File: src/hw/rtl/sgm_pkg.sv
package sgm_pkg;

  localparam int MAX_WIDTH_DEF = 512;
  localparam int QUEUE_DEPTH   = 4;

  localparam int LW_W   = 10;
  localparam int FH_W   = 12;
  localparam int CFG_W  = 12;
  localparam int PIX_W  = 8;
  localparam int MAG_W  = 11;
  localparam int ROW_W  = 12;
  localparam int COL_W  = 9;
  localparam int SUM_W  = 11;
  localparam int SQ_W   = 21;

  localparam logic [0:0] CFG_LINE_WIDTH   = 1'd0;
  localparam logic [0:0] CFG_FRAME_HEIGHT = 1'd1;

  localparam logic [LW_W-1:0] LINE_WIDTH_RST   = 10'd512;
  localparam logic [FH_W-1:0] FRAME_HEIGHT_RST = 12'd512;
  localparam logic [FH_W-1:0] MIN_DIM          = 12'd3;

  typedef struct packed {
    logic [PIX_W-1:0] pixel;
    logic             frame_start;
  } in_t;

  typedef struct packed {
    logic [MAG_W-1:0] magnitude;
    logic [ROW_W-1:0] out_row;
    logic [COL_W-1:0] out_col;
    logic             last_of_frame;
  } out_t;

  typedef struct packed {
    logic [LW_W-1:0] line_width;
    logic [FH_W-1:0] frame_height;
  } cfg_t;

  typedef struct packed {
    logic signed [SUM_W-1:0] sx;
    logic signed [SUM_W-1:0] sy;
    logic [ROW_W-1:0]        out_row;
    logic [COL_W-1:0]        out_col;
    logic                    last_of_frame;
  } work_t;

endpackage

File: src/hw/rtl/sgm_queue.sv
module sgm_queue (
  input  logic           clk,
  input  logic           rst_n,
  input  logic           push_valid,
  output logic           push_ready,
  input  sgm_pkg::work_t push_data,
  output logic           pop_valid,
  input  logic           pop_ready,
  output sgm_pkg::work_t pop_data
);

  localparam int D  = sgm_pkg::QUEUE_DEPTH;
  localparam int PW = $clog2(D);
  localparam int NW = $clog2(D + 1);

  sgm_pkg::work_t slot_r [D];
  logic [PW-1:0] wp_r, rp_r;
  logic [NW-1:0] cnt_r;
  logic          do_push, do_pop;

  assign push_ready = (cnt_r != NW'(D));
  assign pop_valid  = (cnt_r != '0);
  assign pop_data   = slot_r[rp_r];
  assign do_push    = push_valid && push_ready;
  assign do_pop     = pop_valid && pop_ready;

  always_ff @(posedge clk) begin
    if (!rst_n) begin
      wp_r  <= '0;
      rp_r  <= '0;
      cnt_r <= '0;
    end else begin
      if (do_push) wp_r <= (wp_r == PW'(D - 1)) ? '0 : wp_r + PW'(1);
      if (do_pop)  rp_r <= (rp_r == PW'(D - 1)) ? '0 : rp_r + PW'(1);
      if (do_push && !do_pop) cnt_r <= cnt_r + NW'(1);
      else if (do_pop && !do_push) cnt_r <= cnt_r - NW'(1);
    end
  end

  always_ff @(posedge clk) begin
    if (do_push) slot_r[wp_r] <= push_data;
  end

endmodule

File: config.mk
export PLATFORM = sky130hd
export DESIGN_NAME = sgm_queue
export DESIGN_NICKNAME = d
export VERILOG_FILES = /design/src/hw/rtl/sgm_pkg.sv /design/src/hw/rtl/sgm_queue.sv
export SDC_FILE = /design/constraint.sdc
export NUM_CORES = 1
export LEC_CHECK = 0
export BUFFER_PORTS_ARGS = -buffer_cell sky130_fd_sc_hd__buf_2
export CAP_MARGIN = 10
export CORE_UTILIZATION = 40
export DETAILED_ROUTE_END_ITERATION = 7
export GPL_ROUTABILITY_DRIVEN = 0
export HOLD_SLACK_MARGIN = 0.05
export PLACE_DENSITY = 0.65
export SLEW_MARGIN = 20
export SYNTH_ARGS = -nofsm -noshare
export SYNTH_HDL_FRONTEND = slang
export SYNTH_SLANG_ARGS = --single-unit
export TNS_END_PERCENT = 50
File: constraint.sdc
create_clock -name clk -period 3.79 [get_ports clk]
set_input_delay 0.758 -clock clk [delete_from_list [all_inputs] [get_ports clk]]
set_output_delay 0.758 -clock clk [all_outputs]
set_load 0.01 [all_outputs]
Yosys cells after proc, flatten, opt, wreduce, memory -nomap -nowiden
Memory sizes are Yosys's and may differ from the RTL's. A register that Yosys moved wholly into a read port is not among the register bits.
Index checks and enable logic that the tools add are counted.
- add/subtract/negate cells: 4
- eq/ne operators: 3
- muxes and demuxes: 8
- reductions and logical operators: 8
- operators by type and width (kind ; number):
    2-bit 2-to-1 mux ; 4
    3-bit 2-to-1 mux ; 2
    2-bit by 1-bit adder with 2-bit output (second input constant) ; 2
    2-bit == test (second input constant) ; 2
    1-bit logical AND ; 4
    3-bit by 1-bit adder with 3-bit output (second input constant) ; 1
    3-bit != test (second input constant) ; 1
    3-bit nonzero test ; 1
    3-bit by 1-bit subtractor with 3-bit output (second input constant) ; 1
    1-bit logical NOT ; 2
    1-bit 2-to-1 mux ; 2
    2-bit nonzero test ; 1
- register bits: 7
- memory bits (writable): 176
- input port bits: 48
- output and inout bits: 46
- word-level logic and storage cells: 27
- memories kept: 1
- memory list (memory ; words ; bits a word ; rd ports ; clocked after Yosys merged registers in ; wr ports ; line ; text):
    slot_r ; 4 ; 44 ; 1 ; 1 ; 1 ; sgm_queue.sv:16 ; sgm_pkg::work_t slot_r [D];

Depth between registers and ports, before layout
Gate-level depths: netlist of the first run.
- depth after elaboration: 6
- mapped depth: 9
- depth with buffers taken out: 8

Worst setup path before layout of the first run
Ideal clock, no wire load.
- path type: input to register
- from: input port pop_ready
- to: register cnt_r[2]
- library setup time: 76 ps
- arrival: 2241 ps
- required time: 3714 ps
- setup slack: 1473 ps
- stages on the path: 7
- buffers on the path: 0
- path through: o31ai_1 ha_1 inv_1 fa_1 xor2_1 or3_2 a21boi_0
- word-level cells in the longest chain between the ends: 4
- elaborated cells on any way between the ends: 6
- those cells by class: mux: 1; reduce/logical: 5
- RTL lines (what ; line ; text):
    start, declared ; sgm_queue.sv:8 ; input logic pop_ready,
    1-bit logical AND (*) ; sgm_queue.sv:25 ; assign do_pop = pop_valid && pop_ready;
    1-bit logical NOT ; sgm_queue.sv:35 ; if (do_push && !do_pop) cnt_r <= cnt_r + NW'(1);
    1-bit logical AND ; sgm_queue.sv:35 ;
    3-bit 2-to-1 mux or 2-bit nonzero test (tied branches) ; - ;
    end signal, assigned ; sgm_queue.sv:35 ;
    end signal, assigned ; sgm_queue.sv:36 ; else if (do_pop && !do_push) cnt_r <= cnt_r - NW'(1);
    end, declared ; sgm_queue.sv:18 ; logic [NW-1:0] cnt_r;
Every way passes the cells marked *; elsewhere a longest branch is shown, timed or not.
A chain may end at the register's enable or synchronous reset.

==> summary.md, run 1 <==
| Metric | Value |
|---|---|
| RSZ-0062 raised after global routing | `no` |
| Synthesized Nets | `around 340` |
| Global-route wire length before repair | `between 15,000 and 20,000 um` |
| Top delay family on crit path | `flip-flops` |
| Fin crit share | `0.7503` |
| Outcome | `finished clean` |
| Slowest-stage cell, CP | `dfxtp_4` |
| Post-synth EDFFs | `approximately 180` |
| Total CTS buffers | `17` |
| Fin cells | `621` |
| Number of synthesis warnings | `0` |
| Final TNS setup | `0 ns` |
| Total core area | `16,640 um2` |
| Synth cell count leaders | `176 x edfxtp_1, 44 x mux4_2, 9 x dfxtp_1` |
| CTS clk-pin slew, worst paths | `0.07 ns` |
| Register area share after synthesis | `0.8010` |
| Routed WL | `approximately 12,000 um` |
| Setup violators final | `0` |
| Port-buffer cells | `93` |
| Post-synth top area share | `0.7746` |
| Vias | `3,082` |
| Area of placed instances | `7576 um2` |
| Buf/Inv on CP | `2` |
| First drt pass iteration count | `4` |
| Drt drc | `0` |
| Area growth syn-to-layout | `19.57%` |
| Final std cell area, no fill | `8158 um2` |
| Cell taking the most area after synthesis | `edfxtp_1` |
| Mapped Area | `6823 um2` |
| Vias in the first global route | `3,335` |
| Grt ovf | `0` |
| CP endpoint kind | `primary output` |
| Clk root buf | `clkbuf_16` |
| WP data arrival | `2.09 ns` |
| Hold_sp | `wp_r[1]` |
| Die ar. | `17,580 um2` |
| Worst skew pair latency | `0.43 ns` |
| Main synth FF type | `edfxtp_1` |
| Top Ports | `94` |
| Antenna Cells | `0` |
| DP HPWL | `6972 um` |
| CP Max Fanout | `23` |
| Initial antenna violation count | `1` |
| Power Dens Cells | `662.8 nW/um2` |
| FP Rows | `between 40 and 50` |
| Maximum vdd drop | `0.0003881 V` |
| Initial detailed-routing violation count | `134` |
| Post-CTS sizing | `0` |
| CP cell instances | `buf_12 > mux4_2 > buf_2` |
| Fin. Hold Viols | `0` |
| Fraction of registers with async set/reset | `0` |
| H-tree Lvls | `4` |
| Die height | `around 130 um` |
| Tot GR Track Use | `0.1439` |
| WHS | `0.5158 ns` |
| Minimum clock period | `2.844 ns` |
| Max-cap violations | `0` |
| Clock tree buffer depth | `2` |
| Die Wd | `132.6 um` |
| Largest net degree at the start of global routing | `45` |
| R2R Path Start | `cnt_r[0]` |
| Post-Synthesis Mean Instance Area | `~24 um2` |
| Pins over their slew limit | `0` |
| Most common cell in the netlist | `edfxtp_1` |
| Hold Crit Class | `reg2reg` |
| Share of cells above drive strength 1 | `0.4613` |
| Antenna Nets Post-Route | `0` |
| Worst slew pin tran | `0.6571 ns` |
| Via-per-instance ratio | `4.963` |
| Top post-synthesis cells by area | `edfxtp_1 77%, mux4_2 15%, dfxtp_1 2.6%, ha_1 1.1%, and3_2 0.44%` |
| Postcts setup bufs | `0` |
| CTS Hold Bufs | `0` |
| Relative slew slack | `0.5619` |
| Cells after DPL | `589` |
| Cells after Synth | `281` |
| Startpoint Class | `flop` |
| Clock sinks | `185` |
| Drt wl/cell | `18.60 um` |
| Number of distinct library cells after synthesis | `28` |
| Fin nets | `443` |
| Starting Density | `0.4100` |
| Crit Path Class | `reg2out` |
| CP peak stage delay | `~0.64 ns` |
| Achievable Freq | `351.6 MHz` |
| Final clock skew | `0.007423 ns` |
| CTS tree | `built` |
| Static Leak | `approximately 0.0028 uW` |
| Worst EP required | `3.03 ns` |
| Yosys reg bits | `between 150 and 200` |
## worst min-delay path, delay by kind of cell (launching register included)
family	cells	cell delay (ns)
DFF	1	0.34
and+or+nand+nor	1	0.07
muxes	1	0.06
## where the power goes
part           internal [uW]  switching (uW)  total (uW)
Combinational            557             543        1100
Sequential              2480             129        2610
Clock                    960             734        1690
## worst paths after layout
path	cells after the start	slack [ns]	to
worst max-delay path	3	0.95	pop_data[38]
worst min-delay path	2	0.52	wp_r[1]
worst max register to register	7	1.38	cnt_r[2]
worst min register to register	2	0.52	wp_r[1]
## per-stage QoR
step | total power (uW) | utilization | setup WS [ns]
4_1_cts | 5487 | 0.4902 | 0.8399
2_1_floorplan | 3361 | - | 1.473
3_3_place_gp | 3775 | 0.4552 | 1.303
3_5_place_dp | 3795 | 0.4552 | 1.219
6_report | 5407 | 0.4902 | 0.9462
5_1_grt | 5664 | 0.4902 | 0.7772
## placed cells by master, fill, tap and decap left out
| cell | n |
|---|---|
| o21ai_0 | 3 |
| a21boi_0 | 1 |
| fa_1 | 1 |
| mux2i_1 | 2 |
| and3_2 | 4 |
| and2_4 | 1 |
| xnor2_1 | 1 |
| edfxtp_1 | 176 |
| mux4_2 | 44 |
| dfxtp_4 | 1 |
| nor2_1 | 2 |
| clkbuf_16 | 20 |
| nand2_1 | 5 |
| xor2_1 | 1 |
| nor2b_1 | 1 |
| ha_1 | 6 |
| and2_1 | 1 |
| o21ai_1 | 1 |
| nand3_1 | 2 |
| inv_6 | 4 |
| or3b_1 | 1 |
| or3_2 | 2 |
| nand4_1 | 1 |
| dfxtp_2 | 1 |
| buf_4 | 5 |
| inv_4 | 2 |
| clkinv_2 | 5 |
| clkinv_4 | 1 |
| buf_12 | 2 |
| dfxtp_1 | 7 |
| buf_2 | 93 |
| o31ai_1 | 1 |
| inv_1 | 3 |
## sequential cells by signal, summed over array words and instances, names as in the netlist, named ones only
signal	count
slot_r	176
rp_r	2
wp_r	2
cnt_r	3
## area by class of cell
cell class / instances / area [um2]
fillers: 1363 / 8484
flip-flops and latches: 185 / 5470
multi-input cells: 81 / 1276
repair buffers: 100 / 543.0
clock buffers: 20 / 500.5
well taps: 220 / 275.3
clock inverters: 12 / 81.33
inverters: 3 / 11.26
## kinds of logic after synthesis
| kind of cell | after synthesis | synth area share |
|---|---|---|
| adder cells (fa/ha/maj) | 7 | 0.01394 |
| AO/OA/AOI/OAI | 6 | 0.005134 |
| multiplexers | 46 | 0.1482 |
| AND/OR/NAND/NOR | 20 | 0.01724 |
| flip-flops | 185 | 0.8010 |
| buffers and inverters | 15 | 0.01192 |
| XOR/XNOR | 2 | 0.002568 |
## per-layer routing
layer	up-vias	track usage	share of wire	routed length [um]
li1	1401	-	-	-
met1	1588	0.1799	0.45	5198
met2	74	0.2246	0.47	5445
met3	17	0.05785	0.062	714
met4	2	0.05747	0.016	183
met5	-	0	0.00087	10
(Power assumes the default switching activity.)
==> run 2: changes to the inputs <==
==> constraint.sdc (replaced) <==
create_clock -name clk -period 2.9 [get_ports clk]
set_input_delay 0.58 -clock clk [delete_from_list [all_inputs] [get_ports clk]]
set_output_delay 0.58 -clock clk [all_outputs]
set_load 0.01 [all_outputs]
==> summary.md, run 2 (same netlist as run 1, synthesis figures left out) <==
| Metric | Value |
|---|---|
| Vias in the first global route | `about 3.4k` |
| CTS clk-pin slew, worst paths | `0.06 ns` |
| Vias | `3,161` |
| FILL cells | `1,360` |
| Total CTS buffers | `17` |
| CTS tree | `built` |
| Relative slew slack | `0.6492` |
| Antenna Nets Post-Route | `0` |
| Startpoint Class | `flop` |
| Maximum vdd drop | `0.0004510 V` |
| Hold_sp | `push_data[25]` |
| Initial antenna violation count | `1` |
| RSZ-0062 raised after global routing | `no` |
| WP data arrival | `2.02 ns` |
| Drt drc | `0` |
| CTS Hold Bufs | `0` |
| Top reg by flops | `slot_r` |
| Max-cap violations | `0` |
| Top delay family on crit path | `flip-flops` |
| Post-CTS sizing | `0` |
| Tot GR Track Use | `0.1460` |
| CP endpoint kind | `primary output` |
| Via-per-instance ratio | `slightly above 5` |
| Routed WL | `11,870 um` |
| Clock sinks | `185` |
| First drt pass iteration count | `4` |
| Worst slew pin tran | `roughly 0.52 ns` |
| Initial detailed-routing violation count | `159` |
| Final TNS setup | `0 ns` |
| Most common cell after layout, fill and taps aside | `edfxtp_1` |
| Fin. Hold Viols | `0` |
| Fin crit share | `0.8969` |
| Global-route wire length before repair | `around 19,000 um` |
| Grt ovf | `0` |
| Share of cells above drive strength 1 | `0.4606` |
| Minimum clock period | `2.601 ns` |
| Achievable Freq | `384.5 MHz` |
| CP Max Fanout | `17` |
| DP HPWL | `7412 um` |
| Highest-count cells in the layout ignoring fill and taps | `176 x edfxtp_1, 93 x buf_2, 44 x mux4_2` |
| Drt wl/cell | `18.93 um` |
| Top flop regs | `slot_r (176), cnt_r (3)` |
| Setup violators final | `0` |
| CP cell instances | `buf_4 > mux4_2 > buf_2` |
| Die Wd | `132.6 um` |
| R2R Path Start | `cnt_r[0]` |
| Total core area | `16,640 um2` |
| H-tree Lvls | `4` |
| Postcts setup bufs | `0` |
| Final WS setup | `about 0.30 ns` |
| Clk root buf | `clkbuf_16` |
| Top Ports | `94` |
| Die height | `132.6 um` |
| Largest net degree at the start of global routing | `25` |
| Area growth syn-to-layout | `21.80%` |
| Die ar. | `17,580 um2` |
| Outcome | `finished clean` |
| Power Dens Cells | `901.5 nW/um2` |
| Slowest-stage cell, CP | `dfxtp_4` |
| Worst skew pair latency | `0.42 ns` |
| FP Rows | `47` |
| Final clock skew | `0.01030 ns` |
| Buf/Inv on CP | `2` |
| Fin nets | `approximately 450` |
| Starting Density | `0.4100` |
| Largest register FFs | `around 180` |
| Static Leak | `0.002834 uW` |
| CP peak stage delay | `between 0.5 and 0.6 ns` |
| Clock tree buffer depth | `2` |
| Post-place setup slack | `around 0.47 ns` |
| Port-buffer cells | `93` |
| Hold Crit Class | `in2reg` |
| Crit Path Class | `reg2out` |
| Worst EP required | `2.32 ns` |
| Pins over their slew limit | `0` |
## run 2: path summary, 6_finish.rpt
check                       end  slack, ns  cells after the start
setup / recovery   pop_data[21]       0.30                      3
hold / removal    slot_r[2][25]       0.37                      1
setup reg to reg       cnt_r[2]       0.50                      7
hold reg to reg         wp_r[1]       0.50                      2
## run 2: where the power goes
part	switching (uW)	total, uW	internal (uW)	leakage, uW
clock network	910	2620	1710	0.000334
logic	752	1490	742	0.000812
registers	135	3380	3240	0.00169
total	1800	7490	5690	0.00283
## run 2: per-layer routing
layer  vias to the layer above  GRT usage  wire [um]
met2                        72     0.2333       5897
met4                         0    0.06130        178
met3                        15    0.04866        606
li1                       1409          -          -
met1                      1665     0.1833       5186
met5                         -          0          0
## run 2: stage by stage
step / hold WS, ns / power [uW] / area [um2] / utilization / std cells
after floorplan: 0.4677 / 4392 / 6823 / - / 281
after global placement: 0.4853 / 4931 / 7626 / 0.4582 / 594
after detailed placement: 0.5012 / 4973 / 7626 / 0.4582 / 594
after CTS: 0.3492 / 7599 / 8308 / 0.4992 / 626
after global routing: 0.3527 / 7810 / 8308 / 0.4992 / 626
final: 0.3695 / 7492 / 8310 / 0.4994 / 627
## run 2: final cells by class
class	count	area, um2	share of cell area
clock inverter	8	190.2	0.02288
multi-input combinational	81	1276	0.1536
sequential	185	5470	0.6582
inverter	3	11.26	0.001355
antenna	1	2.502	0.0003011
tap	220	275.3	0.03312
clock buffer	24	491.7	0.05917
timing repair buffer	105	593.1	0.07136
