File: src/hw/rtl/sgm_pkg.sv
package sgm_pkg;

  localparam int MAX_WIDTH_DEF = 512;
  localparam int QUEUE_DEPTH   = 4;

  localparam int LW_W   = 10;
  localparam int FH_W   = 12;
  localparam int CFG_W  = 12;
  localparam int PIX_W  = 8;
  localparam int MAG_W  = 11;
  localparam int ROW_W  = 12;
  localparam int COL_W  = 9;
  localparam int SUM_W  = 11;
  localparam int SQ_W   = 21;

  localparam logic [0:0] CFG_LINE_WIDTH   = 1'd0;
  localparam logic [0:0] CFG_FRAME_HEIGHT = 1'd1;

  localparam logic [LW_W-1:0] LINE_WIDTH_RST   = 10'd512;
  localparam logic [FH_W-1:0] FRAME_HEIGHT_RST = 12'd512;
  localparam logic [FH_W-1:0] MIN_DIM          = 12'd3;

  typedef struct packed {
    logic [PIX_W-1:0] pixel;
    logic             frame_start;
  } in_t;

  typedef struct packed {
    logic [MAG_W-1:0] magnitude;
    logic [ROW_W-1:0] out_row;
    logic [COL_W-1:0] out_col;
    logic             last_of_frame;
  } out_t;

  typedef struct packed {
    logic [LW_W-1:0] line_width;
    logic [FH_W-1:0] frame_height;
  } cfg_t;

  typedef struct packed {
    logic signed [SUM_W-1:0] sx;
    logic signed [SUM_W-1:0] sy;
    logic [ROW_W-1:0]        out_row;
    logic [COL_W-1:0]        out_col;
    logic                    last_of_frame;
  } work_t;

endpackage

File: src/hw/rtl/sgm_back.sv
module sgm_back (
  input  logic           clk,
  input  logic           rst_n,
  input  logic           pop_valid,
  output logic           pop_ready,
  input  sgm_pkg::work_t pop_data,
  output logic           out_valid,
  input  logic           out_ready,
  output sgm_pkg::out_t  out_data
);

  localparam int SW = sgm_pkg::SUM_W;
  localparam int VW = sgm_pkg::SQ_W;
  localparam int QW = VW + 1;

  localparam logic [1:0] B_IDLE = 2'd0;
  localparam logic [1:0] B_SQ   = 2'd1;
  localparam logic [1:0] B_ROOT = 2'd2;
  localparam logic [1:0] B_HOLD = 2'd3;

  logic [1:0] state_r, state_nxt;

  logic signed [SW-1:0] sx_r, sy_r;
  logic [sgm_pkg::ROW_W-1:0] row_r;
  logic [sgm_pkg::COL_W-1:0] col_r;
  logic                      last_r;
  logic [VW-1:0] v_r;
  logic [QW-1:0] root_r;
  logic [VW-1:0] bit_r;
  sgm_pkg::out_t out_r;
  logic          out_valid_r;

  logic signed [2*SW-1:0] sqx, sqy;
  logic [QW-1:0] trial;
  logic          take;
  logic          load_out;

  assign sqx   = (2*SW)'(sx_r) * (2*SW)'(sx_r);
  assign sqy   = (2*SW)'(sy_r) * (2*SW)'(sy_r);
  assign trial = root_r + QW'(bit_r);

  assign pop_ready = (state_r == B_IDLE);
  assign take      = pop_valid && pop_ready;
  assign load_out  = (state_r == B_HOLD) && (!out_valid_r || out_ready);

  assign out_valid = out_valid_r;
  assign out_data  = out_r;

  always_comb begin
    state_nxt = state_r;
    unique case (state_r)
      B_IDLE: if (take) state_nxt = B_SQ;
      B_SQ:   state_nxt = B_ROOT;
      B_ROOT: if (bit_r == VW'(1)) state_nxt = B_HOLD;
      B_HOLD: if (load_out) state_nxt = B_IDLE;
      default: state_nxt = B_IDLE;
    endcase
  end

  always_ff @(posedge clk) begin
    if (!rst_n) begin
      state_r     <= B_IDLE;
      out_valid_r <= 1'b0;
    end else begin
      state_r <= state_nxt;
      if (load_out) out_valid_r <= 1'b1;
      else if (out_ready) out_valid_r <= 1'b0;
    end
  end

  // operand capture, bit-pair floor root (one pair per cycle), output load
  always_ff @(posedge clk) begin
    if (take) begin
      sx_r   <= pop_data.sx;
      sy_r   <= pop_data.sy;
      row_r  <= pop_data.out_row;
      col_r  <= pop_data.out_col;
      last_r <= pop_data.last_of_frame;
    end
    if (state_r == B_SQ) begin
      v_r    <= sqx[VW-1:0] + sqy[VW-1:0];
      root_r <= '0;
      bit_r  <= VW'(1) << (VW - 1);
    end
    if (state_r == B_ROOT) begin
      if (QW'(v_r) >= trial) begin
        v_r    <= v_r - trial[VW-1:0];
        root_r <= (root_r >> 1) + QW'(bit_r);
      end else begin
        root_r <= root_r >> 1;
      end
      bit_r <= bit_r >> 2;
    end
    if (load_out) begin
      out_r.magnitude     <= root_r[sgm_pkg::MAG_W-1:0];
      out_r.out_row       <= row_r;
      out_r.out_col       <= col_r;
      out_r.last_of_frame <= last_r;
    end
  end

endmodule

File: config.mk
export PLATFORM = sky130hd
export DESIGN_NAME = sgm_back
export DESIGN_NICKNAME = d
export VERILOG_FILES = /design/src/hw/rtl/sgm_pkg.sv /design/src/hw/rtl/sgm_back.sv
export SDC_FILE = /design/constraint.sdc
export NUM_CORES = 1
export LEC_CHECK = 0
export BUFFER_PORTS_ARGS = -buffer_cell sky130_fd_sc_hd__buf_2
export CAP_MARGIN = 20
export CORE_MARGIN = 2
export CORE_UTILIZATION = 40
export CTS_BUF_LIST = sky130_fd_sc_hd__clkbuf_4 sky130_fd_sc_hd__clkbuf_8 sky130_fd_sc_hd__clkbuf_16
export DETAILED_ROUTE_END_ITERATION = 10
export SLEW_MARGIN = 20
export SYNTH_ARGS = -nofsm -noshare
export SYNTH_HDL_FRONTEND = slang
export SYNTH_SLANG_ARGS = --single-unit
File: constraint.sdc
create_clock -name clk -period 9 [get_ports clk]
set_input_delay 1.8 -clock clk [delete_from_list [all_inputs] [get_ports clk]]
set_output_delay 1.8 -clock clk [all_outputs]
set_load 0.02 [all_outputs]
---- Word level (Yosys, flattened, before mapping) ----
Cells that the tools add are included.
Widths: inputs -> output; s select.
operators by class
  $add $sub $neg .......................... 4
  multipliers ............................. 2
  magnitude comparators ................... 1
  eq/ne operators ......................... 7
  muxes and demuxes ....................... 14
  reduce and logical (&&, ||, !) cells .... 8
operators with widths
  operator             number
  $mux 22              3
  $mux 21              3
  $mul 11x11->21       2
  $mux 19              2
  $add 21x21->22       1
  $add 22x21->22       1
  $ge 21x22->1         1
  $add 21x21->21       1
  $sub 21x21->21       1
  $eq 11x1->1 const B  1
  $pmux 2 s4           1
  $mux 2               3
  $eq 2x2->1 const B   2
  $ne 2x2->1 const B   2
  $reduce_bool 2->1    2
  $reduce_and 3->1     1
  $eq 2x1->1 const B   1
  $logic_and 1x1->1    2
  $logic_not 2->1      1
  $mux 1               2
  $ne 2x1->1 const B   1
  $logic_not 1->1      1
  $logic_or 1x1->1     1
word-level totals
  bits in registers ....................... 134
  input bits .............................. 48
  output and inout port bits .............. 35
  word-level logic and storage cells ...... 51

---- Longest topological paths before layout ----
Gate-level depths: netlist (run 1).
  depth in word-level cells ............... 5
  mapped depth ............................ 25
  mapped depth without buffers ............ 24

---- Worst setup path after synthesis (run 1) ----
No wires, ideal clock.
  kind .................................... reg-to-reg
  start ................................... register sy_r[10]
  end ..................................... register v_r[20]
  library setup time ...................... 122 ps
  data arrival time ....................... 6,177 ps
  data required time ...................... 8,878 ps
  setup slack ............................. 2,701 ps
  stages on the path, launching flop included .. 24
  buffers on the path ..................... 2
  clock period less this slack ............ 6,299 ps
  cell sequence ........................... edfxtp_1 -> clkbuf_1 -> clkbuf_1 -> nand2_1 -> fa_1 -> inv_1 -> fa_1 -> inv_1 -> fa_1 -> inv_1 -> fa_1 -> fa_1 -> inv_1 -> fa_1 -> fa_1 -> inv_1 -> ha_1 -> a21o_1 -> a21o_1 -> or3_1 -> a211oi_1 -> o31ai_1 -> a31oi_1 -> mux2i_1
on the way
  word-level cells in the longest chain between the ends .. 5
ends and longest elaborated chain
  what                    RTL line        text
  start, declared         sgm_back.sv:23  logic signed [SW-1:0] sx_r, sy_r;
  start signal, assigned  sgm_back.sv:75  sy_r <= pop_data.sy;
  $mul 11x11->21 *        sgm_back.sv:39  assign sqy = (2*SW)'(sy_r) * (2*SW)'(sy_r);
  $add 21x21->21 *        sgm_back.sv:81  v_r <= sqx[VW-1:0] + sqy[VW-1:0];
  $mux 21 *               sgm_back.sv:80  if (state_r == B_SQ) begin
  $mux 21                 sgm_back.sv:86  if (QW'(v_r) >= trial) begin
  $mux 21 *               sgm_back.sv:85  if (state_r == B_ROOT) begin
  end signal, assigned    sgm_back.sv:81
  end signal, assigned    sgm_back.sv:87  v_r <= v_r - trial[VW-1:0];
  end, declared           sgm_back.sv:27  logic [VW-1:0] v_r;
Mark *: on every way between the ends. The rest lies on a longest branch, timed or not.
A chain may end at the register's enable or synchronous reset.

---- Worst setup path after layout (run 1) ----
  start ................................... register sy_r[10]
  end ..................................... register v_r[19]
The elaborated chain is that of the path after synthesis.

==> impl_metrics.json, run 1 <==
{
  "floorplan.die.height_um": 199,
  "critPathTopFamily": "adder cells",
  "yosysWarnings": 0,
  "synth_simple_gate_area_share_pct": 10.3,
  "num_io_pins": 83,
  "route.detailed.drc": 0,
  "drt-wirelength-per-cell_um": 15.8,
  "clk_root_buffer_cell": "sky130_fd_sc_hd__clkbuf_16",
  "synthMuxAreaShare_pct": 2.67,
  "layout_worst_path_cycle_share_pct": 77.4,
  "timing.critical_path.slowest_cell_delay_ns": 0.75,
  "synth.cell_area_mm2": 0.0151,
  "postCtsResizedCells": 0,
  "route.met2.wl_um": 15400,
  "drt_first_iter_violations": 490,
  "areaGrowthSynthToFinish_pct": 10.4,
  "clkSlewWorstSetupHoldPaths_ns": 0.07,
  "route.layer.met1.wl_um": 14700,
  "routed_via_count_divided_by_cell_count": 4.93,
  "synth_edf_count": 109,
  "worst_setup_path_start_kind": "flip-flop",
  "synth.largest_area_cell": "sky130_fd_sc_hd__fa_1",
  "final_max_slew_viol_count": 0,
  "crit-reg2reg-launch": "sy_r[10]",
  "yosys.cell_types.count": 61,
  "path_class": "flip-flop to flip-flop",
  "routed.top_layer": "met5",
  "grt_antenna_before_repair": 1,
  "fp.dieArea_mm2": 0.0394,
  "numCtsBuffers": 17,
  "layout-drive-gt1-share_pct": 8.88,
  "cts_max_level": 4,
  "rows": 71,
  "final_critical_path_setup_slack_ns": 2.03,
  "cp_cell_sequence": "nand2_1 -> inv_1 -> fa_1 -> inv_1 -> fa_1 -> inv_1 -> fa_1 -> fa_1 -> fa_1 -> fa_1 -> inv_1 -> fa_1 -> inv_1 -> ha_1 -> nor4_1 -> nand3_1 -> nor3b_1 -> o41ai_1 -> o311ai_0 -> mux2_2",
  "routabilityCongestion": 0.828,
  "clk_path_buf_depth": 2,
  "cp_common_cell": "sky130_fd_sc_hd__fa_1",
  "achievable_frequency_mhz": 144,
  "tns_ns": 0,
  "crit_end_element": "flip-flop",
  "port_buffers": 82,
  "initial_utilization_pct": 40.4,
  "hold_viol_final": 0,
  "global_route.overflow_total": 0,
  "grt_max_degree": 34,
  "number_of_global_route_vias_before_repair": 10600,
  "worst_endpoint_required_time_ns": 9.34,
  "clk-insertion-delay-late_ns": 0.45,
  "crit_path_max_fanout": 21,
  "dp_hpwl_um": 25900,
  "tritoncts": "yes",
  "floorplan.die.width_um": 199,
  "skew_ns": 0.00944,
  "min-delay-path-class": "flip-flop to flip-flop",
  "synth-xor-area-share_pct": 5.25,
  "ys_dominant_reg_cell": "sky130_fd_sc_hd__edfxtp_1",
  "outcome": "finished, final reports clean",
  "ant_nets": 0,
  "post_synth_main_area_contributors": "sky130_fd_sc_hd__fa_1, sky130_fd_sc_hd__edfxtp_1, sky130_fd_sc_hd__ha_1, sky130_fd_sc_hd__inv_1, sky130_fd_sc_hd__dfxtp_1",
  "track_usage_pct": 17.7,
  "cpMaxStageDelayCell": "sky130_fd_sc_hd__edfxtp_1",
  "rsz_0062_raised_after_global_routing": "no",
  "clkSinkCount": 134,
  "number_of_hold_buffers_added_after_cts": 0,
  "setup_viol": 0,
  "hold_slack_ns": 0.415,
  "worst_ep_arrival_time_ns": 7.31,
  "period_needed_ns": 6.97,
  "dr_total_vias": 10100,
  "antenna-diode-count": 0,
  "ys_seq_elements": 134,
  "nNetsFinal": 1920,
  "drt_wl_total_um": 32300,
  "synth_area_per_cell_um2": 10.4,
  "core_region_area_mm2": 0.0375,
  "postLayoutCoreUtil_pct": 44.6,
  "holdCritStartpoint": "row_r[4]",
  "dpl_worst_slack_ns": 2.01,
  "post_synthesis_net_count": 1851,
  "timing.max_slew.rel_slack_pct": 34.4,
  "async_flop_share_pct": 0,
  "yosys.area_share.adder_pct": 40.3,
  "main_combinational_cell_family_by_area_after_synthesis": "adder cells",
  "cts.repair_timing.setup_buffer_count": 0,
  "wl_met3_um": 1550,
  "synthCells": 1450,
  "grt_first_pass_wirelength_um": 54200,
  "synth-compound-area-share_pct": 7.96,
  "critical_path_buf_inv_count": 5,
  "worst_slew_pin_slew_ns": 0.983,
  "netlist.area_leader.share_pct": 29.6,
  "synth_seq_area_share_pct": 24.9,
  "crit_path_start": "sy_r[10]",
  "detailedRoute.firstPassIterationCount": 5,
  "max-cap-violations": 0
}
==> cells by family (layout without fill, tap and decap cells) <==
kind of cell	count (synthesis)	count (layout)
buf+inv	344	426
mux	40	40
compound gates	179	179
simple gates	311	311
flops	134	134
xor+xnor	89	89
fa+ha+maj	353	353
==> final cells by class <==
| cell class | count | area, µm² |
|---|---|---|
| flip-flops and latches | 134 | 3770 |
| repair buffers | 87 | 448 |
| clock inverters | 15 | 183 |
| well taps | 511 | 639 |
| inverters | 307 | 1150 |
| multi-input cells | 972 | 10100 |
| fillers | 3622 | 20800 |
| clock buffers | 17 | 425 |
==> final timing paths <==
path / endpoint / slack, ns / depth (start not counted)
max: v_r[19] / 2.03 / 20
min reg2reg: out_data[14] / 0.41 / 0
max reg2reg: v_r[19] / 2.03 / 20
min: out_data[14] / 0.41 / 0
==> flip-flops by register name, summed over array words and instances, names as in the netlist <==
name and flops:
out_valid 1, state_r 2, sx_r 11, row_r 12, sy_r 11, out_data 33, col_r 9, last_r 1
bit_r 11, v_r 21, root_r 22
==> layout by cell type, fill, tap and decap left out, types with 4 or more instances in the layout <==
cell type,count
sky130_fd_sc_hd__inv_1,306
sky130_fd_sc_hd__fa_1,224
sky130_fd_sc_hd__ha_1,129
sky130_fd_sc_hd__edfxtp_1,109
sky130_fd_sc_hd__nand2_1,105
sky130_fd_sc_hd__buf_2,82
sky130_fd_sc_hd__and2_1,58
sky130_fd_sc_hd__xnor2_1,56
sky130_fd_sc_hd__a21oi_1,51
sky130_fd_sc_hd__nor2_1,49
sky130_fd_sc_hd__mux2i_1,37
sky130_fd_sc_hd__xor2_1,31
sky130_fd_sc_hd__nor2b_1,30
sky130_fd_sc_hd__o21ai_0,26
sky130_fd_sc_hd__dfxtp_1,25
sky130_fd_sc_hd__a21o_1,18
sky130_fd_sc_hd__a31oi_1,17
sky130_fd_sc_hd__clkbuf_16,17
sky130_fd_sc_hd__nand3_1,12
sky130_fd_sc_hd__o31ai_1,12
sky130_fd_sc_hd__o21bai_1,11
sky130_fd_sc_hd__nor3_1,10
sky130_fd_sc_hd__nand2b_1,9
sky130_fd_sc_hd__or4_1,9
sky130_fd_sc_hd__a311oi_1,9
sky130_fd_sc_hd__nand4_1,7
sky130_fd_sc_hd__a211oi_1,7
sky130_fd_sc_hd__inv_8,6
sky130_fd_sc_hd__and3_1,5
sky130_fd_sc_hd__clkinv_8,5
sky130_fd_sc_hd__buf_4,5
sky130_fd_sc_hd__nor4_1,4
==> worst reg2reg max path: stages, from the launching register on <==
cell and delay (ns):
sky130_fd_sc_hd__edfxtp_1 0.75, sky130_fd_sc_hd__nand2_1 0.23, sky130_fd_sc_hd__inv_1 0.43, sky130_fd_sc_hd__fa_1 0.49
sky130_fd_sc_hd__inv_1 0.09, sky130_fd_sc_hd__fa_1 0.42, sky130_fd_sc_hd__inv_1 0.09, sky130_fd_sc_hd__fa_1 0.44
sky130_fd_sc_hd__fa_1 0.57, sky130_fd_sc_hd__fa_1 0.44, sky130_fd_sc_hd__fa_1 0.49, sky130_fd_sc_hd__inv_1 0.05
sky130_fd_sc_hd__fa_1 0.47, sky130_fd_sc_hd__inv_1 0.04, sky130_fd_sc_hd__ha_1 0.21, sky130_fd_sc_hd__nor4_1 0.33
sky130_fd_sc_hd__nand3_1 0.14, sky130_fd_sc_hd__nor3b_1 0.19, sky130_fd_sc_hd__o41ai_1 0.49, sky130_fd_sc_hd__o311ai_0 0.20
sky130_fd_sc_hd__mux2_2 0.29
==> cell usage after synthesis, types with 10 or more instances <==
cell type	number
sky130_fd_sc_hd__inv_1	306
sky130_fd_sc_hd__fa_1	224
sky130_fd_sc_hd__ha_1	129
sky130_fd_sc_hd__edfxtp_1	109
sky130_fd_sc_hd__nand2_1	105
sky130_fd_sc_hd__and2_1	59
sky130_fd_sc_hd__xnor2_1	56
sky130_fd_sc_hd__a21oi_1	52
sky130_fd_sc_hd__nor2_1	49
sky130_fd_sc_hd__mux2i_1	37
sky130_fd_sc_hd__nor2b_1	31
sky130_fd_sc_hd__xor2_1	31
sky130_fd_sc_hd__clkbuf_1	30
sky130_fd_sc_hd__o21ai_0	26
sky130_fd_sc_hd__dfxtp_1	25
sky130_fd_sc_hd__a21o_1	18
sky130_fd_sc_hd__a31oi_1	17
sky130_fd_sc_hd__nand3_1	12
sky130_fd_sc_hd__o31ai_1	12
sky130_fd_sc_hd__o21bai_1	11
sky130_fd_sc_hd__nor3_1	10
==> per-stage QoR <==
step                cells  cell area, µm²
floorplan            1450           15100
global placement     2011           16100
finish               2043           16700
global route         2043           16700
detailed placement   2011           16100
CTS                  2043           16700
==> per-layer routing <==
| layer | vias to the layer above | global-route usage [%] |
|---|---|---|
| li1 | 4823 | - |
| met3 | 43 | 3.14 |
| met4 | 2 | 5.42 |
| met5 | - | 0 |
| met1 | 5007 | 23.8 |
| met2 | 202 | 29.3 |
Power of run 1 is not shown: default switching activity piles up to over one toggle a cycle in this logic, so the estimate is an artifact.
==> run 2: changes to the inputs <==
--- a/config.mk
+++ b/config.mk
@@ -5,6 +5,7 @@
 export SDC_FILE = /design/constraint.sdc
 export NUM_CORES = 1
 export LEC_CHECK = 0
+export ABC_AREA = 1
 export BUFFER_PORTS_ARGS = -buffer_cell sky130_fd_sc_hd__buf_2
 export CAP_MARGIN = 20
 export CORE_MARGIN = 2
==> constraint.sdc (replaced) <==
create_clock -name clk -period 6.3 [get_ports clk]
set_input_delay 1.26 -clock clk [delete_from_list [all_inputs] [get_ports clk]]
set_output_delay 1.26 -clock clk [all_outputs]
set_load 0.02 [all_outputs]
==> run 2 against run 1 <==
Core utilization up 1.6 points. Register-to-register slack worse by 1.9 ns. Synthesized cell count up 28%. Clock skew increased by 0.0030 ns. Global-route usage grew 1.7 points. Non-clock buffer count rose by 74. Worst hold slack lost 0.0031 ns. Area after synthesis is 6.1% higher. Critical path depth is 4 higher. Maximum frequency grew 14%. First-iteration DRC count grew 37%. Critical path type unchanged. Critical endpoint is now v_r[15]. Highest routed layer unchanged.
==> impl_metrics.json, run 2 <==
{
  "outcome": "finished, final reports clean",
  "global_route.overflow_total": 0,
  "tritoncts": "yes",
  "core_region_area_mm2": 0.0397,
  "path_class": "flip-flop to flip-flop",
  "final_design_area_no_fill_mm2": 0.0184,
  "drt-wirelength-per-cell_um": 15.1,
  "route.detailed.drc": 0,
  "number_of_hold_buffers_added_after_cts": 0,
  "rsz_0062_raised_after_global_routing": "yes",
  "post_layout_nonfiller_instances": 2534,
  "synth.cell_area_mm2": 0.0161,
  "synth_edf_count": 109,
  "hold_slack_ns": 0.411,
  "crit_path_start": "sy_r[0]",
  "synth_seq_area_share_pct": 23.5,
  "post_synth_main_area_contributors": "sky130_fd_sc_hd__fa_1, sky130_fd_sc_hd__edfxtp_1, sky130_fd_sc_hd__inv_1, sky130_fd_sc_hd__ha_1, sky130_fd_sc_hd__nand2_1",
  "num_io_pins": 83,
  "clkSlewWorstSetupHoldPaths_ns": 0.07,
  "seq_area_mm2": 0.00377,
  "n_fill_cell": 3870,
  "crit_path_max_fanout": 3,
  "worst_slew_pin_slew_ns": 0.877,
  "synth_area_per_cell_um2": 8.67,
  "period_needed_ns": 6.13,
  "ys_dominant_reg_cell": "sky130_fd_sc_hd__edfxtp_1",
  "max-cap-violations": 0,
  "port_buffers": 82,
  "track_usage_pct": 19.4,
  "layout_worst_path_cycle_share_pct": 97.3,
  "tns_ns": 0,
  "cts_max_level": 4,
  "timing.max_slew.rel_slack_pct": 41.5,
  "achievable_frequency_mhz": 163,
  "crit_end_element": "flip-flop",
  "worst_ep_arrival_time_ns": 6.45,
  "nNetsFinal": 2395,
  "largest_reg_flops": 33,
  "grt_max_degree": 45,
  "clk-insertion-delay-late_ns": 0.45,
  "holdCritStartpoint": "col_r[7]",
  "ant_nets": 0,
  "routabilityCongestion": 0.883,
  "numCtsBuffers": 17,
  "skew_ns": 0.0124,
  "areaGrowthSynthToFinish_pct": 14.3,
  "dr_total_vias": 12300,
  "grt_antenna_before_repair": 4,
  "layout.cells.most_common": "sky130_fd_sc_hd__inv_1",
  "yosysWarnings": 0,
  "layout-drive-gt1-share_pct": 14.1,
  "clk_root_buffer_cell": "sky130_fd_sc_hd__clkbuf_16",
  "worst_setup_path_start_kind": "flip-flop",
  "multiInputGateArea_mm2": 0.0105,
  "yosys.cell_types.count": 51,
  "crit-reg2reg-launch": "sy_r[0]",
  "final_max_slew_viol_count": 0,
  "initial_utilization_pct": 40.4,
  "async_flop_share_pct": 0,
  "timing.hold.worst_path_depth": 0,
  "post_synthesis_net_count": 2255,
  "netlist.area_leader.share_pct": 27.9,
  "clkSinkCount": 134,
  "ys_seq_elements": 134,
  "synth.most_common_cell": "sky130_fd_sc_hd__inv_1",
  "floorplan.die.height_um": 204,
  "drt_wl_total_um": 38200,
  "number_of_global_route_vias_before_repair": 12400,
  "floorplan.die.width_um": 204,
  "setup_viol": 0,
  "routed_via_count_divided_by_cell_count": 4.83,
  "detailedRoute.firstPassIterationCount": 5,
  "worst_endpoint_required_time_ns": 6.62,
  "hold_viol_final": 0,
  "rows": 73,
  "drt_first_iter_violations": 670,
  "grt_first_pass_wirelength_um": 63200,
  "dp_hpwl_um": 31400,
  "clk_path_buf_depth": 2,
  "final_cell_mix": "sky130_fd_sc_hd__inv_1, sky130_fd_sc_hd__nand2_1, sky130_fd_sc_hd__fa_1",
  "placedInstanceArea_mm2": 0.0173,
  "post-place-cells": 2473,
  "synthCells": 1854,
  "worstRegToRegCells": 24,
  "min-delay-path-class": "flip-flop to flip-flop",
  "post_synth_most_frequent_cells": "sky130_fd_sc_hd__inv_1, sky130_fd_sc_hd__nand2_1, sky130_fd_sc_hd__fa_1, sky130_fd_sc_hd__ha_1, sky130_fd_sc_hd__edfxtp_1",
  "synth.largest_area_cell": "sky130_fd_sc_hd__fa_1",
  "fp.dieArea_mm2": 0.0418
}
## run 2: cell count changes in the layout (fill, tap and decap cells not counted), sizes merged, moves of 26 or more
| cell | delta |
|---|---|
| xnor2 | -26 |
| buf | +73 |
| nor2b | -31 |
| nor2 | +44 |
| and2 | -59 |
| inv | +167 |
| o21ai | +53 |
| nand2 | +277 |
| mux2i | -34 |
| nand3 | +47 |
## run 2: cell families (layout without fill, tap and decap cells)
| family | after synthesis | in the layout | share of synthesized area, % |
|---|---|---|---|
| other cells | 0 | 2 | 0 |
| flops | 134 | 134 | 23.5 |
| fa+ha+maj | 353 | 353 | 37.9 |
| mux | 3 | 3 | 0.187 |
| buf+inv | 517 | 670 | 12.5 |
| xor+xnor | 67 | 67 | 3.65 |
| compound gates | 194 | 194 | 6.77 |
| simple gates | 586 | 586 | 15.5 |
## run 2: repair_timing
action	CTS	global route
setup buffers	2	24
resized for setup	1	60
pin swaps	0	22
cloned	0	0
endpoints found under the setup margin	4	10
## run 2: worst paths after layout
check	slack [ns]	to
worst min register to register	0.41	out_data[8]
worst max register to register	0.17	v_r[15]
worst max-delay path	0.17	v_r[15]
worst min-delay path	0.41	out_data[8]
## run 2: cell type report
class,instances,area share (%)
tap,525,3.58
clock buffer,19,2.40
antenna,2,0.0272
sequential,134,20.5
clock inverter,13,0.736
multi-input combinational,1203,57.3
timing repair buffer,161,5.67
inverter,477,9.78
## run 2: per-stage QoR
stage                     util (%)  worst slack (ns)
after floorplan                  -             0.172
after global placement        43.6          -0.00251
after detailed placement      43.6           -0.0836
after CTS                     45.1            0.0341
after global routing          46.2           -0.0600
final                         46.2             0.173
## run 2: metal layers
layer  wire length, µm  GRT usage [%]
met3              2000           3.41
met1             17600           26.6
met5                25              0
met2             17500           30.8
met4              1100           7.35
## run 2: critical path: stages (launching register included)
cell                       delay (ns)
sky130_fd_sc_hd__edfxtp_1        0.50
sky130_fd_sc_hd__buf_6           0.17
sky130_fd_sc_hd__or2_2           0.30
sky130_fd_sc_hd__xor2_1          0.15
sky130_fd_sc_hd__ha_1            0.30
sky130_fd_sc_hd__inv_1           0.08
sky130_fd_sc_hd__fa_1            0.43
sky130_fd_sc_hd__fa_1            0.49
sky130_fd_sc_hd__inv_1           0.05
sky130_fd_sc_hd__fa_1            0.50
sky130_fd_sc_hd__fa_1            0.43
sky130_fd_sc_hd__fa_1            0.52
sky130_fd_sc_hd__inv_1           0.05
sky130_fd_sc_hd__fa_1            0.48
sky130_fd_sc_hd__inv_1           0.05
sky130_fd_sc_hd__ha_1            0.32
sky130_fd_sc_hd__a21oi_2         0.20
sky130_fd_sc_hd__a21boi_4        0.23
sky130_fd_sc_hd__buf_4           0.12
sky130_fd_sc_hd__o211ai_1        0.08
sky130_fd_sc_hd__a21oi_1         0.12
sky130_fd_sc_hd__o21ai_0         0.11
sky130_fd_sc_hd__buf_4           0.15
sky130_fd_sc_hd__o211ai_1        0.07
sky130_fd_sc_hd__o21ai_1         0.09
Power of run 2 is left out for the same reason.
==> run 3: changes to the inputs <==
--- a/config.mk
+++ b/config.mk
@@ -10,8 +10,9 @@
 export CAP_MARGIN = 20
 export CORE_MARGIN = 2
 export CORE_UTILIZATION = 40
-export CTS_BUF_LIST = sky130_fd_sc_hd__clkbuf_4 sky130_fd_sc_hd__clkbuf_8 sky130_fd_sc_hd__clkbuf_16
+export CTS_BUF_LIST = sky130_fd_sc_hd__clkbuf_2 sky130_fd_sc_hd__clkbuf_4 sky130_fd_sc_hd__clkbuf_8
 export DETAILED_ROUTE_END_ITERATION = 10
+export GPL_ROUTABILITY_DRIVEN = 0
 export SLEW_MARGIN = 20
 export SYNTH_ARGS = -nofsm -noshare
 export SYNTH_HDL_FRONTEND = slang
==> run 3 against run 2 <==
Non-clock buffer count down 9. Maximum frequency up 1.4%. First-iteration DRC count down 3.0%. Count of clock-buffer cells in the layout unchanged. Global-route usage down 0.24 points. Cell area down 1.5%. Wire length down 0.67%. Clock skew up 0.0080 ns. Critical path depth up 2.
==> impl_metrics.json, run 3 (same netlist as run 2, synthesis figures left out) <==
{
  "cts_max_level": 4,
  "clkSlewWorstSetupHoldPaths_ns": 0.09,
  "timing.hold.worst_path_depth": 0,
  "final_cell_mix": "sky130_fd_sc_hd__inv_1, sky130_fd_sc_hd__nand2_1, sky130_fd_sc_hd__fa_1",
  "floorplan.die.width_um": 204,
  "grt_max_degree": 45,
  "achievable_frequency_mhz": 165,
  "critical_path_buf_inv_count": 9,
  "routed_via_count_divided_by_cell_count": 4.80,
  "num_io_pins": 83,
  "final_max_slew_viol_count": 0,
  "layout.cells.most_common": "sky130_fd_sc_hd__inv_1",
  "clk-insertion-delay-late_ns": 0.50,
  "worst_ep_arrival_time_ns": 6.44,
  "path_class": "flip-flop to flip-flop",
  "setup_viol": 0,
  "rows": 73,
  "largest_reg_flops": 33,
  "detailedRoute.firstPassIterationCount": 5,
  "route.layer.met1.wl_um": 17400,
  "track_usage_pct": 19.2,
  "floorplan.die.height_um": 204,
  "route.met2.wl_um": 18000,
  "critPathTopFamily": "adder cells",
  "number_of_hold_buffers_added_after_cts": 0,
  "post-place-cells": 2472,
  "clk_root_buffer_cell": "sky130_fd_sc_hd__clkbuf_8",
  "final_design_area_no_fill_mm2": 0.0181,
  "path_depth": 26,
  "nNetsFinal": 2386,
  "timing.critical_path.slowest_cell_delay_ns": 0.54,
  "rsz_0062_raised_after_global_routing": "yes",
  "cpMaxStageDelayCell": "sky130_fd_sc_hd__fa_1",
  "areaGrowthSynthToFinish_pct": 12.6,
  "post_layout_nonfiller_instances": 2524,
  "skew_ns": 0.0204,
  "worst_endpoint_required_time_ns": 6.70,
  "number_of_global_route_vias_before_repair": 12500,
  "layout-drive-gt1-share_pct": 13.3,
  "clk_path_buf_depth": 2,
  "worst_setup_path_start_kind": "flip-flop",
  "hold_viol_final": 0,
  "port_buffers": 82,
  "global_route.overflow_total": 0,
  "outcome": "finished, final reports clean",
  "clkSinkCount": 134,
  "drt-wirelength-per-cell_um": 15.0,
  "worst_slew_pin_slew_ns": 0.898,
  "ant_nets": 0,
  "worstRegToRegCells": 26,
  "numCtsBuffers": 17,
  "fp.dieArea_mm2": 0.0418,
  "timing.max_slew.rel_slack_pct": 40.0,
  "initial_utilization_pct": 40.4,
  "route.detailed.drc": 0,
  "grt_antenna_before_repair": 4,
  "rrSetupSlack_ns": 0.26,
  "final_critical_path_setup_slack_ns": 0.255,
  "min-delay-path-class": "flip-flop to flip-flop",
  "dp_hpwl_um": 31200,
  "tritoncts": "yes",
  "crit_path_max_fanout": 5,
  "dr_total_vias": 12100,
  "placedInstanceArea_mm2": 0.0173,
  "period_needed_ns": 6.04,
  "drt_wl_total_um": 37900,
  "grt_first_pass_wirelength_um": 62600,
  "crit_end_element": "flip-flop",
  "wl_met3_um": 1750,
  "dpl_worst_slack_ns": -0.000342,
  "layout_worst_path_cycle_share_pct": 95.9,
  "core_region_area_mm2": 0.0397,
  "routed.top_layer": "met5",
  "drt_first_iter_violations": 650,
  "max-cap-violations": 0
}
-- run 3: changes by cell type in the layout (fill, tap and decap cells not counted), sizes merged --
cell / change
clkbuf: -1
clkinv: -1
inv: +2
diode: -1
buf: -8
clkinvlp: -1
-- run 3: layout make-up --
type                            instances  area (µm²)
Antenna cell                            1        2.50
Multi-Input combinational cell       1203       10500
Tap cell                              525         657
Timing Repair Buffer                  152         978
Sequential cell                       134        3770
Clock buffer                           19         255
Fill cell                            3836       21600
Clock inverter                         13         135
Inverter                              477        1800
-- run 3: stage by stage --
step	TNS, ns	utilization [%]	hold slack, ns
after global routing	-0.0671	45.5	0.415
after CTS	0	44.6	0.408
final	0	45.5	0.405
after global placement	0	43.6	0.401
after floorplan	0	-	0.400
after detailed placement	-0.000342	43.6	0.405
-- run 3: worst paths after layout --
check	start	to
setup / recovery	sx_r[3]	v_r[19]
hold / removal	col_r[7]	out_data[8]
setup reg to reg	sx_r[3]	v_r[19]
hold reg to reg	col_r[7]	out_data[8]
-- run 3: routing by layer --
| layer | vias to the layer above | global-route usage [%] |
|---|---|---|
| met1 | 5822 | 25.6 |
| li1 | 5956 | - |
| met2 | 277 | 31.9 |
| met3 | 52 | 3.25 |
| met5 | - | 0 |
| met4 | 6 | 6.00 |
-- run 3: repair_timing --
action                     CTS  global route
pin swaps                    0            34
resized for setup            1            51
setup endpoints to repair    1            11
cloned                       0             0
setup buffers                0            18
Power of run 3 is left out for the same reason.
